## src/design/slt_pkg.sv

```systemverilog
// sequential list table package: sizes, operation codes and shared types
// used by sequential_list_table; depends on nothing
package slt_pkg;

	localparam int CAPACITY   = 64;
	localparam int ELEM_WIDTH = 32;
	localparam int ADDR_W     = $clog2(CAPACITY);
	localparam int CNT_W      = $clog2(CAPACITY + 1);
	localparam int OP_W       = 3;
	localparam int POS_W      = 7;

	localparam logic [OP_W-1:0] OP_INSERT = 3'd0;
	localparam logic [OP_W-1:0] OP_DELETE = 3'd1;
	localparam logic [OP_W-1:0] OP_GET    = 3'd2;
	localparam logic [OP_W-1:0] OP_LOCATE = 3'd3;
	localparam logic [OP_W-1:0] OP_CLEAR  = 3'd4;

	typedef logic [ELEM_WIDTH-1:0] elem_t;
	typedef logic [ADDR_W-1:0]     addr_t;
	typedef logic [CNT_W-1:0]      cnt_t;

endpackage

```

## src/design/sequential_list_table.sv

```systemverilog
// clear and rejected items strobe done in the cycle after accept; get reads, then strobes;
// insert shifts entries up, then writes the value (at once when appending); delete shifts
// later entries down; locate scans to a match or the end; one item at a time: busy stays
// high until the result strobe; the memory moving one entry per cycle sets the rate;
// results cannot be stalled; reset clears the count and the fsm, list slots are not cleared
// top level of the sequential list table; depends on slt_pkg
module sequential_list_table (
	input  logic                           clk,
	input  logic                           arst_n,
	input  logic                           start,
	output logic                           busy,
	input  logic [slt_pkg::OP_W-1:0]       operation,
	input  logic [slt_pkg::POS_W-1:0]      position,
	input  logic signed [slt_pkg::ELEM_WIDTH-1:0] value,
	output logic                           done,
	output logic                           ok,
	output logic signed [slt_pkg::ELEM_WIDTH-1:0] element,
	output logic [slt_pkg::POS_W-1:0]      found_at,
	output logic [slt_pkg::POS_W-1:0]      count,
	output logic                           is_empty
);

	localparam logic [2:0] ST_IDLE = 3'd0;
	localparam logic [2:0] ST_INS  = 3'd1;
	localparam logic [2:0] ST_DEL  = 3'd2;
	localparam logic [2:0] ST_GET  = 3'd3;
	localparam logic [2:0] ST_LOC  = 3'd4;

	slt_pkg::elem_t mem [slt_pkg::CAPACITY];
	slt_pkg::elem_t rdata_s1;

	logic [2:0]                  state_q;
	slt_pkg::cnt_t               fill_q;
	slt_pkg::cnt_t               k_q;
	logic [slt_pkg::POS_W-1:0]   pos_q;
	slt_pkg::elem_t              val_q;
	logic                        pend_s1;
	logic                        cap_s1;
	slt_pkg::addr_t              tgt_s1;
	logic                        done_q;
	logic                        ok_q;
	slt_pkg::elem_t              element_q;
	logic [slt_pkg::POS_W-1:0]   found_q;

	logic                        accept;
	logic                        ins_ok;
	logic                        pos_ok;
	logic [slt_pkg::POS_W-1:0]   pos_m1;
	logic                        ren;
	slt_pkg::addr_t              raddr;
	logic                        we;
	slt_pkg::addr_t              waddr;
	slt_pkg::elem_t              wdata;
	logic                        finish;
	logic                        match;

	assign accept = start && (state_q == ST_IDLE);
	assign busy   = (state_q != ST_IDLE);
	assign pos_m1 = pos_q - 7'd1;

	// position checks against the current count
	assign ins_ok = (position != '0)
		&& ({1'b0, position} <= ({1'b0, slt_pkg::POS_W'(fill_q)} + 8'd1))
		&& (fill_q < slt_pkg::CNT_W'(slt_pkg::CAPACITY));
	assign pos_ok = (position != '0) && (position <= slt_pkg::POS_W'(fill_q));

	assign match = pend_s1 && (rdata_s1 == val_q);

	always_comb begin
		ren    = 1'b0;
		raddr  = k_q[slt_pkg::ADDR_W-1:0];
		we     = 1'b0;
		waddr  = tgt_s1;
		wdata  = rdata_s1;
		finish = 1'b0;
		case (state_q)
			ST_INS: begin
				// walk down from the end, moving entry k-1 to k
				ren   = (k_q >= slt_pkg::CNT_W'(pos_q));
				raddr = slt_pkg::ADDR_W'(k_q - 1'b1);
				if (pend_s1) begin
					we = 1'b1;
				end else if (!ren) begin
					we     = 1'b1;
					waddr  = slt_pkg::ADDR_W'(pos_m1);
					wdata  = val_q;
					finish = 1'b1;
				end
			end
			ST_DEL: begin
				// walk up, the first read is the removed element
				ren    = (k_q < fill_q);
				we     = pend_s1 && !cap_s1;
				finish = !ren && !pend_s1;
			end
			ST_GET: begin
				ren    = !pend_s1;
				finish = pend_s1;
			end
			ST_LOC: begin
				ren    = (k_q < fill_q) && !match;
				finish = match || (!pend_s1 && (k_q >= fill_q));
			end
			default: begin
				ren = 1'b0;
			end
		endcase
	end

	always_ff @(posedge clk) begin
		if (we) begin
			mem[waddr] <= wdata;
		end
		if (ren) begin
			rdata_s1 <= mem[raddr];
		end
	end

	always_ff @(posedge clk or negedge arst_n) begin
		if (!arst_n) begin
			state_q <= ST_IDLE;
			fill_q  <= '0;
			done_q  <= 1'b0;
			pend_s1 <= 1'b0;
		end else begin
			done_q  <= 1'b0;
			pend_s1 <= ren;
			if (accept) begin
				case (operation)
					slt_pkg::OP_INSERT: begin
						if (ins_ok) state_q <= ST_INS;
						else done_q <= 1'b1;
					end
					slt_pkg::OP_DELETE: begin
						if (pos_ok) state_q <= ST_DEL;
						else done_q <= 1'b1;
					end
					slt_pkg::OP_GET: begin
						if (pos_ok) state_q <= ST_GET;
						else done_q <= 1'b1;
					end
					slt_pkg::OP_LOCATE: begin
						state_q <= ST_LOC;
					end
					slt_pkg::OP_CLEAR: begin
						fill_q <= '0;
						done_q <= 1'b1;
					end
					default: begin
						done_q <= 1'b1;
					end
				endcase
			end else if (finish) begin
				state_q <= ST_IDLE;
				done_q  <= 1'b1;
				if (state_q == ST_INS) begin
					fill_q <= fill_q + 1'b1;
				end else if (state_q == ST_DEL) begin
					fill_q <= fill_q - 1'b1;
				end
			end
		end
	end

	// walk pointer and item fields
	always_ff @(posedge clk) begin
		if (accept) begin
			pos_q     <= position;
			val_q     <= value;
			element_q <= '0;
			found_q   <= '0;
			cap_s1    <= 1'b0;
			case (operation)
				slt_pkg::OP_INSERT: begin
					ok_q <= ins_ok;
					k_q  <= fill_q;
				end
				slt_pkg::OP_DELETE: begin
					ok_q <= pos_ok;
					k_q  <= slt_pkg::CNT_W'(position - 7'd1);
				end
				slt_pkg::OP_GET: begin
					ok_q <= pos_ok;
					k_q  <= slt_pkg::CNT_W'(position - 7'd1);
				end
				slt_pkg::OP_LOCATE: begin
					ok_q <= 1'b1;
					k_q  <= '0;
				end
				slt_pkg::OP_CLEAR: begin
					ok_q <= 1'b1;
				end
				default: begin
					ok_q <= 1'b0;
				end
			endcase
		end else begin
			case (state_q)
				ST_INS: begin
					if (ren) begin
						k_q    <= k_q - 1'b1;
						tgt_s1 <= k_q[slt_pkg::ADDR_W-1:0];
					end
				end
				ST_DEL: begin
					if (ren) begin
						k_q    <= k_q + 1'b1;
						tgt_s1 <= slt_pkg::ADDR_W'(k_q - 1'b1);
						cap_s1 <= (k_q == slt_pkg::CNT_W'(pos_m1));
					end
					if (pend_s1 && cap_s1) begin
						element_q <= rdata_s1;
					end
				end
				ST_GET: begin
					if (pend_s1) begin
						element_q <= rdata_s1;
					end
				end
				ST_LOC: begin
					if (ren) begin
						k_q    <= k_q + 1'b1;
						tgt_s1 <= k_q[slt_pkg::ADDR_W-1:0];
					end
					if (match) begin
						found_q <= slt_pkg::POS_W'(tgt_s1) + 7'd1;
					end
				end
				default: begin
					cap_s1 <= 1'b0;
				end
			endcase
		end
	end

	assign done     = done_q;
	assign ok       = ok_q;
	assign element  = element_q;
	assign found_at = found_q;
	assign count    = slt_pkg::POS_W'(fill_q);
	assign is_empty = (fill_q == '0);

endmodule

```

## config.mk

```make
export PLATFORM = sky130hd
export DESIGN_NAME = sequential_list_table
export DESIGN_NICKNAME = d
export VERILOG_FILES = /design/src/design/slt_pkg.sv /design/src/design/sequential_list_table.sv
export SDC_FILE = /design/constraint.sdc
export NUM_CORES = 2
export LEC_CHECK = 0
export BUFFER_PORTS_ARGS = -buffer_cell sky130_fd_sc_hd__buf_2
export CAP_MARGIN = 0
export CORE_UTILIZATION = 57
export DETAILED_ROUTE_END_ITERATION = 7
export HOLD_SLACK_MARGIN = 0.1
export PLACE_DENSITY = 0.79
export SLEW_MARGIN = 20
export SYNTH_ARGS = -nofsm -noshare
export SYNTH_HDL_FRONTEND = slang
export SYNTH_SLANG_ARGS = --single-unit
```

## constraint.sdc

```tcl
create_clock -name clk -period 5.9 [get_ports clk]
set_clock_uncertainty 0.05 [all_clocks]
set_input_delay 0.295 -clock clk [delete_from_list [all_inputs] [get_ports clk]]
set_output_delay 0.295 -clock clk [all_outputs]
set_load 0.01 [all_outputs]
```

==> metrics.txt <==
crit path DAT=5.65 ns; Top FF cell, synth=edfxtp_1; max-slew violation count=0; Switching Share=about 40%; worst slack at placement=0.9434 ns; unrepaired setup endpoints after global routing=no; CP Launch Type=flip-flop; core area=146,100 um2; Hold-fix buffers, CTS=75; global-route wire length before repair=356,200 um; Yosys Warn Count=0; post-CTS setup buffers=0; post-route ant nets=0; ys async rst share=less than 1%; Clock Path Buffers=3; Final Hold Fails=0; Tmin final=5.165 ns; drt wl/cell=32.51 um; Final nets=5,644; pwr/cell area=587.7 nW/um2; largest net degree at the start of global routing=146; EDFF count, synth=2,133; reg2reg end=rdata_s1[30]$_DFFE_PP_; router iterations before antenna repair=8; Clock Sink Count=2,185; layout cells sized above 1=12.89%; Syn Area/Cell=15.71 um2; Psw=22.45 mW; Final Power=56.01 mW; Crit path required time=6.38 ns; syn_nets=5,439; DP HPWL=140,800 um; top cells by area, synth=edfxtp_1 76%, o22ai_1 6.7%, nor3_1 2.4%; CP startpoint=state_q[0]$_DFFE_PN0P_; flops & latches, synth=2,185; cell taking the most area after synthesis=edfxtp_1; R2R setup slack=roughly 0.74 ns; Synth-to-Final Area Change=13.33%; status=finished clean; Internal Dissipation=33.57 mW; Worst-path clk slew=0.07 ns; worst r2r path cells=10; final setup vio count=0; Slew @ Worst Pin=1.281 ns; max_slew headroom=13.73%; Worst R2R Start=state_q[0]$_DFFE_PN0P_; final setup margin=~0.74 ns; max cap viols=0; Overflow after GRT=0; met1 WL=82,650 um; Hold WC Path Type=input port to flip-flop; Rows=140; most frequent cell after synthesis=edfxtp_1; met3 WL=around 37,000 um; Yosys cell types=70; # port buffers=94; Final Cycle Share=87.54%; cells after synthesis=5,352; Die W=a little under 400 um; RD Place Congestion=1.016; clock root buffer=clkbuf_16; die height=386.1 um; Clock power frac=22.9%; total clock buffers created by CTS=203; Post-CTS Resized=0; Comb power frac=39.5%; Synth top area share=76.16%; Total Routing Usage GR=32.94%; P_leak=29.52 nW; Worst Path Max Fanout=37; Synth Cell Area=84,100 um2; most frequent cells after synthesis=2,133 x edfxtp_1, 896 x o22ai_1, 401 x nor3_1, 283 x o21ai_0, 260 x clkbuf_1; sequential fraction of the synthesis area=77.47%; CP endpoint kind=flip-flop; die area=149,100 um2; Detail Route met2 WL=110,800 um; DR vias/cell=7.263; CP endpoint=rdata_s1[30]$_DFFE_PP_; DRT iter0 DRCs=about 9,400; via count=between 50,000 and 60,000; DR DRC count=0; routed wire length=248,600 um; Worst IR Drop VDD=roughly 610 uV; latest clock arrival within the worst-skew pair=slightly below 0.9 ns; H-tree levels=4; vias in the first global route=53,409; Starting Density=57.57%; sequential share of power=37.7%; CTS tree=built; Max Used Layer=met5; initial antenna violation count=15; f_max=193.6 MHz; I/O pin count=95; critical path class=flip-flop to flip-flop
==> through the flow <==
step           area (um2)  hold WS, ns  utilization [%]  setup TNS (ns)  cells
2_1_floorplan       84110     -0.05059                -          -45.17   5352
3_3_place_gp        87990       0.1576            60.23               0   7190
3_5_place_dp        87990       0.1574            60.23               0   7190
4_1_cts             95200       0.1006            65.17               0   7639
5_1_grt             95310       0.1471            65.24               0   7644
6_report            95310       0.1408            65.24               0   7646
==> power groups by stage <==
| stage | clock network (mW) | logic [mW] | registers (mW) |
|---|---|---|---|
| 2_1_floorplan | 0 | 12.1 | 21.0 |
| 3_3_place_gp | 0 | 20.2 | 21.3 |
| 3_5_place_dp | 0 | 20.8 | 21.3 |
| 4_1_cts | 12.8 | 21.0 | 21.0 |
| 5_1_grt | 13.4 | 22.6 | 21.1 |
| 6_report | 12.8 | 22.1 | 21.1 |
==> cell type report <==
cell class                      count  area (um2)
Sequential cell                  2185       65150
Timing Repair Buffer              396        3411
Inverter                           38       147.6
Antenna cell                        3       7.507
Fill cell                        9318       50780
Clock inverter                    127        1107
Clock buffer                      247        5351
Multi-Input combinational cell   2733       17730
Tap cell                         1917        2399
==> worst min path at each step <==
stage,start,end,cells after the start,slack (ns)
6_report,value[28],val_q[28]$_DFFE_PP_,2,0.14
5_1_grt,value[19],val_q[19]$_DFFE_PP_,2,0.15
4_1_cts,value[17],val_q[17]$_DFFE_PP_,2,0.10
3_5_place_dp,arst_n,count[0]$_DFFE_PN0P_,1,0.16
3_3_place_gp,arst_n,count[0]$_DFFE_PN0P_,1,0.16
2_1_floorplan,arst_n,count[0]$_DFFE_PN0P_,0,-0.05
==> cell families (layout without fill, tap and decap cells) <==
kind of cell	after synthesis	in the layout	share of synthesized area, %
AO/OA/AOI/OAI	1757	1757	13.61
XOR/XNOR	72	72	0.7498
adder cells (fa/ha/maj)	42	42	0.6338
buffers and inverters	434	808	2.182
flip-flops	2185	2185	77.47
multiplexers	50	50	0.6457
other	0	3	0
AND/OR/NAND/NOR	812	812	4.707
==> sequential cells by signal, summed over array words and instances (netlist names), 7 cells and up <==
register,count
count,7
k_q,7
pos_q,7
mem,2048
element,32
rdata_s1,32
found_at,7
val_q,32
==> critical path, cell delays in order, from the launching register on <==
cell and delay, ns:
dfrtp_1 0.67, nor3b_4 0.54, nand2_1 0.30, xor2_4 0.89, buf_12 0.27, buf_12 0.23
buf_4 0.29, nor3_1 0.10, o21ai_0 0.60, o21ai_0 0.40, nand4b_1 0.39
==> layer usage <==
layer	vias up	GRT usage (%)
li1	22550	-
met1	27135	42.28
met2	4895	49.12
met3	938	10.18
met4	16	20.71
met5	-	0.09747
==> placed cells by master, fill, tap and decap left out, types with 61 or more instances in the layout <==
cell and instances:
o221ai_1 207, a21oi_1 72, dlygate4sd3_1 75, clkbuf_16 208, o21ai_0 274, o22ai_1 896
edfxtp_1 2133, buf_4 190, nor3_1 392, xnor2_1 61, nor2_1 82, nand2_1 124
a31oi_1 63, buf_2 94, a211oi_1 66
(Power assumes the default switching activity.)
